### src/hid_report_size_parser_top_assert.svh
// Assertion macros for the parser top RTL.
`ifndef HID_REPORT_SIZE_PARSER_TOP_ASSERT_SVH
`define HID_REPORT_SIZE_PARSER_TOP_ASSERT_SVH

// Clocked assertion, checked outside reset.
`define HIDRSP_ASSERT(label, prop, msg) \
  label: assert property (@(posedge clk) disable iff (rst) (prop)) else $error(msg);

// Implication, with the property checked in the next cycle.
`define HIDRSP_ASSERT_NEXT(label, cond, prop, msg) \
  label: assert property (@(posedge clk) disable iff (rst) (cond) |=> (prop)) else $error(msg);

`endif

### src/hidrsp_pkg.sv
`default_nettype none

package hidrsp_pkg;

  // Short item prefix fields
  localparam logic [1:0] TYPE_MAIN        = 2'd0;
  localparam logic [1:0] TYPE_GLOBAL      = 2'd1;
  localparam logic [3:0] TAG_INPUT        = 4'd8;
  localparam logic [3:0] TAG_OUTPUT       = 4'd9;
  localparam logic [3:0] TAG_REPORT_COUNT = 4'd9;
  localparam logic [1:0] SIZE_CODE_FOUR   = 2'd3;

  localparam int unsigned COUNT_W = 32;
  localparam int unsigned RSIZE_W = 11;

  // Supported report sizes
  localparam logic [COUNT_W-1:0] RSIZE_64   = 32'd64;
  localparam logic [COUNT_W-1:0] RSIZE_512  = 32'd512;
  localparam logic [COUNT_W-1:0] RSIZE_1024 = 32'd1024;

  typedef enum logic [1:0] {
    STATUS_OK          = 2'd0,
    STATUS_MISMATCH    = 2'd1,
    STATUS_UNSUPPORTED = 2'd2
  } status_t;

  typedef struct packed {
    status_t              status;
    logic [RSIZE_W-1:0]   size;
  } result_t;

endpackage

`default_nettype wire

### src/hidrsp_judge.sv
`default_nettype none

module hidrsp_judge (
  input  wire logic [hidrsp_pkg::COUNT_W-1:0] input_size,
  input  wire logic [hidrsp_pkg::COUNT_W-1:0] output_size,
  output hidrsp_pkg::result_t                 result
);
  import hidrsp_pkg::*;

  logic supported;

  assign supported = (input_size == RSIZE_64) || (input_size == RSIZE_512) ||
                     (input_size == RSIZE_1024);

  always_comb begin
    if (input_size != output_size) begin
      result.status = STATUS_MISMATCH;
      result.size   = '0;
    end else if (supported) begin
      result.status = STATUS_OK;
      result.size   = input_size[RSIZE_W-1:0];
    end else begin
      result.status = STATUS_UNSUPPORTED;
      result.size   = '0;
    end
  end

endmodule

`default_nettype wire

### src/hid_report_size_parser_top.sv
// Channel   | Direction | Signals                        | Transfer when
// ----------+-----------+--------------------------------+-----------------------
// in        | input     | in_valid, in_stall, desc_byte, | in_valid && !in_stall
//           |           | last_byte                      |
// out       | output    | out_valid, out_stall, status,  | out_valid && !out_stall
//           |           | rpt_size                       |
//
// One descriptor byte per cycle while in_stall is low; the item state updates
// on the transfer edge. The verdict sits in the result register in the cycle
// after the last byte; a compare of the sizes as that byte leaves them sets it.
// Synchronous active-high reset clears the item state and empties the output.
// in_stall is raised only while a verdict sits in the output register and the
// sink stalls it; non-final bytes are held back too in that case.
`default_nettype none

module hid_report_size_parser_top (
  input  wire logic       clk,
  input  wire logic       rst,
  // descriptor byte stream
  input  wire logic       in_valid,
  output logic            in_stall,
  input  wire logic [7:0] desc_byte,
  input  wire logic       last_byte,
  // verdict
  output logic            out_valid,
  input  wire logic       out_stall,
  output logic [1:0]      status,
  output logic [hidrsp_pkg::RSIZE_W-1:0] rpt_size
);
  import hidrsp_pkg::*;

  // Parser state
  logic [COUNT_W-1:0] running_count, running_count_next;
  logic [COUNT_W-1:0] input_size,    input_size_next;
  logic [COUNT_W-1:0] output_size,   output_size_next;
  logic [2:0]         bytes_left,    bytes_left_next;
  logic [1:0]         byte_position, byte_position_next;
  logic               gathering_count, gathering_count_next;

  // State after this byte, before the end-of-descriptor clear
  logic [COUNT_W-1:0] running_count_upd, input_size_upd, output_size_upd;
  logic [2:0]         bytes_left_upd;
  logic [1:0]         byte_position_upd;
  logic               gathering_count_upd;

  logic [3:0] pfx_tag;
  logic [1:0] pfx_type;
  logic [1:0] pfx_code;
  logic       in_xfer;
  logic       end_xfer;

  result_t verdict;
  result_t result;

  // Output register drains or is empty: room for a byte.
  assign in_stall = out_valid && out_stall;
  assign in_xfer  = in_valid && !in_stall;
  assign end_xfer = in_xfer && last_byte;

  assign pfx_tag  = desc_byte[7:4];
  assign pfx_type = desc_byte[3:2];
  assign pfx_code = desc_byte[1:0];

  always_comb begin
    running_count_upd   = running_count;
    input_size_upd      = input_size;
    output_size_upd     = output_size;
    bytes_left_upd      = bytes_left;
    byte_position_upd   = byte_position;
    gathering_count_upd = gathering_count;

    if (bytes_left == 3'd0) begin
      // prefix byte: Main items latch here, Report Count restarts the count
      gathering_count_upd = 1'b0;
      if (pfx_type == TYPE_GLOBAL && pfx_tag == TAG_REPORT_COUNT) begin
        running_count_upd   = '0;
        gathering_count_upd = 1'b1;
      end else if (pfx_type == TYPE_MAIN && pfx_tag == TAG_INPUT) begin
        input_size_upd = running_count;
      end else if (pfx_type == TYPE_MAIN && pfx_tag == TAG_OUTPUT) begin
        output_size_upd = running_count;
      end
      bytes_left_upd    = (pfx_code == SIZE_CODE_FOUR) ? 3'd4 : {1'b0, pfx_code};
      byte_position_upd = 2'd0;
    end else begin
      // data byte, little-endian into the count
      if (gathering_count) begin
        running_count_upd = running_count |
                            (COUNT_W'(desc_byte) << {byte_position, 3'b000});
      end
      byte_position_upd = byte_position + 2'd1;
      bytes_left_upd    = bytes_left - 3'd1;
    end
  end

  always_comb begin
    running_count_next   = running_count;
    input_size_next      = input_size;
    output_size_next     = output_size;
    bytes_left_next      = bytes_left;
    byte_position_next   = byte_position;
    gathering_count_next = gathering_count;
    if (end_xfer) begin
      // descriptor done: back to reset state
      running_count_next   = '0;
      input_size_next      = '0;
      output_size_next     = '0;
      bytes_left_next      = 3'd0;
      byte_position_next   = 2'd0;
      gathering_count_next = 1'b0;
    end else if (in_xfer) begin
      running_count_next   = running_count_upd;
      input_size_next      = input_size_upd;
      output_size_next     = output_size_upd;
      bytes_left_next      = bytes_left_upd;
      byte_position_next   = byte_position_upd;
      gathering_count_next = gathering_count_upd;
    end
  end

  always_ff @(posedge clk) begin
    if (rst) begin
      running_count   <= '0;
      input_size      <= '0;
      output_size     <= '0;
      bytes_left      <= 3'd0;
      byte_position   <= 2'd0;
      gathering_count <= 1'b0;
    end else begin
      running_count   <= running_count_next;
      input_size      <= input_size_next;
      output_size     <= output_size_next;
      bytes_left      <= bytes_left_next;
      byte_position   <= byte_position_next;
      gathering_count <= gathering_count_next;
    end
  end

  // Judge the sizes as they stand after the final byte.
  hidrsp_judge u_judge (
    .input_size  (input_size_upd),
    .output_size (output_size_upd),
    .result      (verdict)
  );

  // Result register
  always_ff @(posedge clk) begin
    if (rst) begin
      out_valid <= 1'b0;
    end else if (end_xfer) begin
      out_valid <= 1'b1;
    end else if (!out_stall) begin
      out_valid <= 1'b0;
    end
  end

  always_ff @(posedge clk) begin
    if (end_xfer) begin
      result <= verdict;
    end
  end

  assign status   = result.status;
  assign rpt_size = result.size;

  `include "hid_report_size_parser_top_assert.svh"

  `HIDRSP_ASSERT(a_size_only_when_ok,
    !(out_valid && result.status != STATUS_OK) || result.size == '0,
    "report size set on a failing verdict")

  `HIDRSP_ASSERT(a_ok_size_supported,
    !(out_valid && result.status == STATUS_OK) ||
    (result.size == 11'd64 || result.size == 11'd512 || result.size == 11'd1024),
    "ok verdict with an unsupported size")

  `HIDRSP_ASSERT_NEXT(a_end_gives_result, end_xfer, out_valid,
    "final byte produced no verdict")

  `HIDRSP_ASSERT_NEXT(a_end_clears_state, end_xfer,
    bytes_left == 3'd0 && running_count == '0 && input_size == '0 &&
    output_size == '0 && !gathering_count,
    "state not cleared after final byte")

endmodule

`default_nettype wire

### config.mk
export PLATFORM = sky130hd
export DESIGN_NAME = hid_report_size_parser_top
export DESIGN_NICKNAME = d
export VERILOG_FILES = /design/src/hidrsp_pkg.sv /design/src/hidrsp_judge.sv /design/src/hid_report_size_parser_top.sv
export VERILOG_INCLUDE_DIRS = /design/src /design/src/src
export SDC_FILE = /design/constraint.sdc
export NUM_CORES = 1
export LEC_CHECK = 0
export BUFFER_PORTS_ARGS = -buffer_cell sky130_fd_sc_hd__clkbuf_2
export CORE_ASPECT_RATIO = 1.75
export CORE_MARGIN = 3
export CORE_UTILIZATION = 40
export DETAILED_ROUTE_END_ITERATION = 16
export PLACE_DENSITY = 0.57
export SYNTH_ARGS = -nofsm -noshare
export SYNTH_HDL_FRONTEND = slang
export SYNTH_SLANG_ARGS = --single-unit
### constraint.sdc
create_clock -name clk -period 5.5 [get_ports clk]
set_input_delay 1.1 -clock clk [delete_from_list [all_inputs] [get_ports clk]]
set_output_delay 1.1 -clock clk [all_outputs]
set_load 0.005 [all_outputs]
==> out/metrics.yaml <==
diodes: 0
slowest_stage: "or4b_1"
synth_edf_count: 13
cts_sinks: 116
layout-drive-gt1-share: 0.1035
end_kind: "register"
initial_core_util: 0.4106
grt_remaining_overflow: 0
row_count: 56
n_fill_cell: 1308
yosysMostFrequentCell: "nand2_1"
hp-class: "reg -> reg"
yosysTopAreaCell: "dfxtp_1"
required_ns: 5.65
dieWidth_um: 95.07
ys_async_sr_fraction: 0
worstPathMaxFanout: 12
avgViaCountPerCell: 5.714
setup_viol: 0
synth_top_area_frac: 0.3713
synth_cells: 687
ys_types: 45
portBuffers: 27
clk-insertion-delay-late_ns: 0.41
grt_setup_unrepaired: "false"
vias: 5080
clk_pin_slew_worst_paths_ns: 0.05
worst_pin_slew_ns: 0.9278
slew_headroom: 0.3787
syn2layout_area_growth_pct: 16.31
report.final.slew_viol_count: 0
post_cts_resized: 0
antenna_found_initial: 0
period_share: 0.6786
firstDrtPassIters: 5
crit_path_max_incr_delay_ns: 0.78
hold_ws_ns: 0.4805
cp-start-kind: "input port"
wire_per_inst_um: 19.56
synth_seq_cells: 116
syn_avg_cell_area_um2: 8.083
post-route-drc-count: 0
post-dp-hpwl_um: 12330
cts_buffer_depth: 2
cap_violations: 0
ios: 28
multi_input_area_mm2: 0.002945
core_mm2: 0.01352
grt_max_degree: 39
antenna_left: 0
cts_hold_buf: 0
yosysWarningCount: 0
final.min_clock_period_ns: 3.732
cts_tree: "built"
drt-total-wl_um: 17390
ff_latch_area_mm2: 0.002452
worst_ir_drop_vdd_v: 0.0002066
final-hold-violation-count: 0
powerDensity_mw_per_mm2: 324.2
grt_pass1_vias: 5018
arrival_ns: 3.88
place.gp.congestion: 0.9297
grt.total_usage: 0.2339
skew_ns: 0.008925
drt_iter0_drc: 352
cts_setup_buffers: 0
cts_buffers: 17
worstSetupPathType: "in -> reg"
ys.flop_type: "dfxtp_1"
synth_seq_area_share: 0.4416
status: "finished, final reports clean"
fmax_mhz: 267.9
synth_area_leaders: "dfxtp_1 (37%), nand2_1 (9.7%), a21oi_1 (9.6%), edfxtp_1 (7.0%), xor2_1 (6.2%)"
tns_ns: 0
nets: 718
crit_chain: "clkbuf_2 -> or4b_1 -> nor2_1 -> nand3_1 -> a22oi_1 -> nand4_1 -> or4_1"
dieArea_mm2: 0.01539
die_h_um: 161.9
syn_area_mm2: 0.005553
p_leak_nw: 2.355
yosys-top-cells-count: "nand2_1 (144), a21oi_1 (106), dfxtp_1 (103), nor2_1 (58), clkbuf_1 (43)"
cts_max_level: 4
grt_pass1_wl_um: 27050
root_buffer: "clkbuf_16"
-- critical path, delay by kind of cell --
family / cells / cell delay, ns
AND/OR/NAND/NOR: 5 / 2.40
buffers and inverters: 1 / 0.15
AO/OA/AOI/OAI: 1 / 0.22
-- path summary, 6_finish.rpt --
path	startpoint	to	slack, ns	cells past startpoint
setup reg to reg	bytes_left[0]	status[0]	2.16	8
hold reg to reg	output_size[24]	output_size[24]	0.48	2
hold / removal	output_size[24]	output_size[24]	0.48	2
setup / recovery	desc_byte[6]	status[0]	1.77	7
-- metrics by stage --
stage	power, mW	cell area (um^2)	util	worst slack (ns)	std cells
final	2.094	6459	0.4776	1.768	889
after global routing	2.156	6459	0.4776	1.497	889
after CTS	2.108	6459	0.4776	1.819	889
after detailed placement	0.9833	5852	0.4327	1.383	858
after global placement	0.9816	5852	0.4327	1.472	858
after floorplan	0.9500	5579	-	2.044	694
-- cells in the final DEF, fill, tap and decap left out, drive strengths merged, types with 3 or more instances in the layout --
cell	netlist	routed
nor3	9	9
nor4	22	22
nand3	5	5
mux2i	28	28
nand2	144	144
a21oi	106	106
inv	5	5
edfxtp	13	13
buf	5	11
clkbuf	43	51
xor2	39	39
or3	3	3
o21ai	8	8
nor3b	3	3
conb	1	8
dfxtp	103	103
or4	3	3
xnor2	18	18
nand4	19	19
and2	9	9
nor2	58	58
o22ai	11	11
clkinvlp	0	3
o211ai	7	7
-- cell type report --
class,count,area share
Multi-Input combinational cell,525,0.4560
Sequential cell,116,0.3797
Clock buffer,24,0.07962
Timing Repair Buffer,38,0.03371
Tap cell,174,0.03371
Clock inverter,7,0.01434
Inverter,5,0.002906
-- cell families after synthesis --
logic type	count (synthesis)	share of synthesized area
compound gates	144	0.1426
xor+xnor	57	0.08991
fa+ha+maj	2	0.004506
buf+inv	53	0.03628
flops	116	0.4416
mux	28	0.05047
other cells	1	0.0006753
simple gates	286	0.2339
-- metal layers --
| layer | wire, um | GRT usage | part of all wire |
|---|---|---|---|
| met4 | 1231 | 0.1669 | 0.071 |
| met2 | 8933 | 0.4051 | 0.51 |
| met3 | 737 | 0.05005 | 0.042 |
| met1 | 6486 | 0.2426 | 0.37 |
| met5 | 0 | 0 | 0 |
-- state kept, by name, summed over array words and instances, names as in the netlist --
signal           flops
input_size          32
bytes_left           3
running_count       32
status               2
rpt_size            11
out_valid            1
gathering_count      1
byte_position        2
output_size         32
-- power by group --
group          total [mW]  internal [mW]  switching [mW]
clock                1.13          0.741           0.387
combinational      0.0972         0.0282          0.0690
sequential          0.869          0.865         0.00438
total                2.09           1.63           0.461
Power figures use the tool's default switching activity.
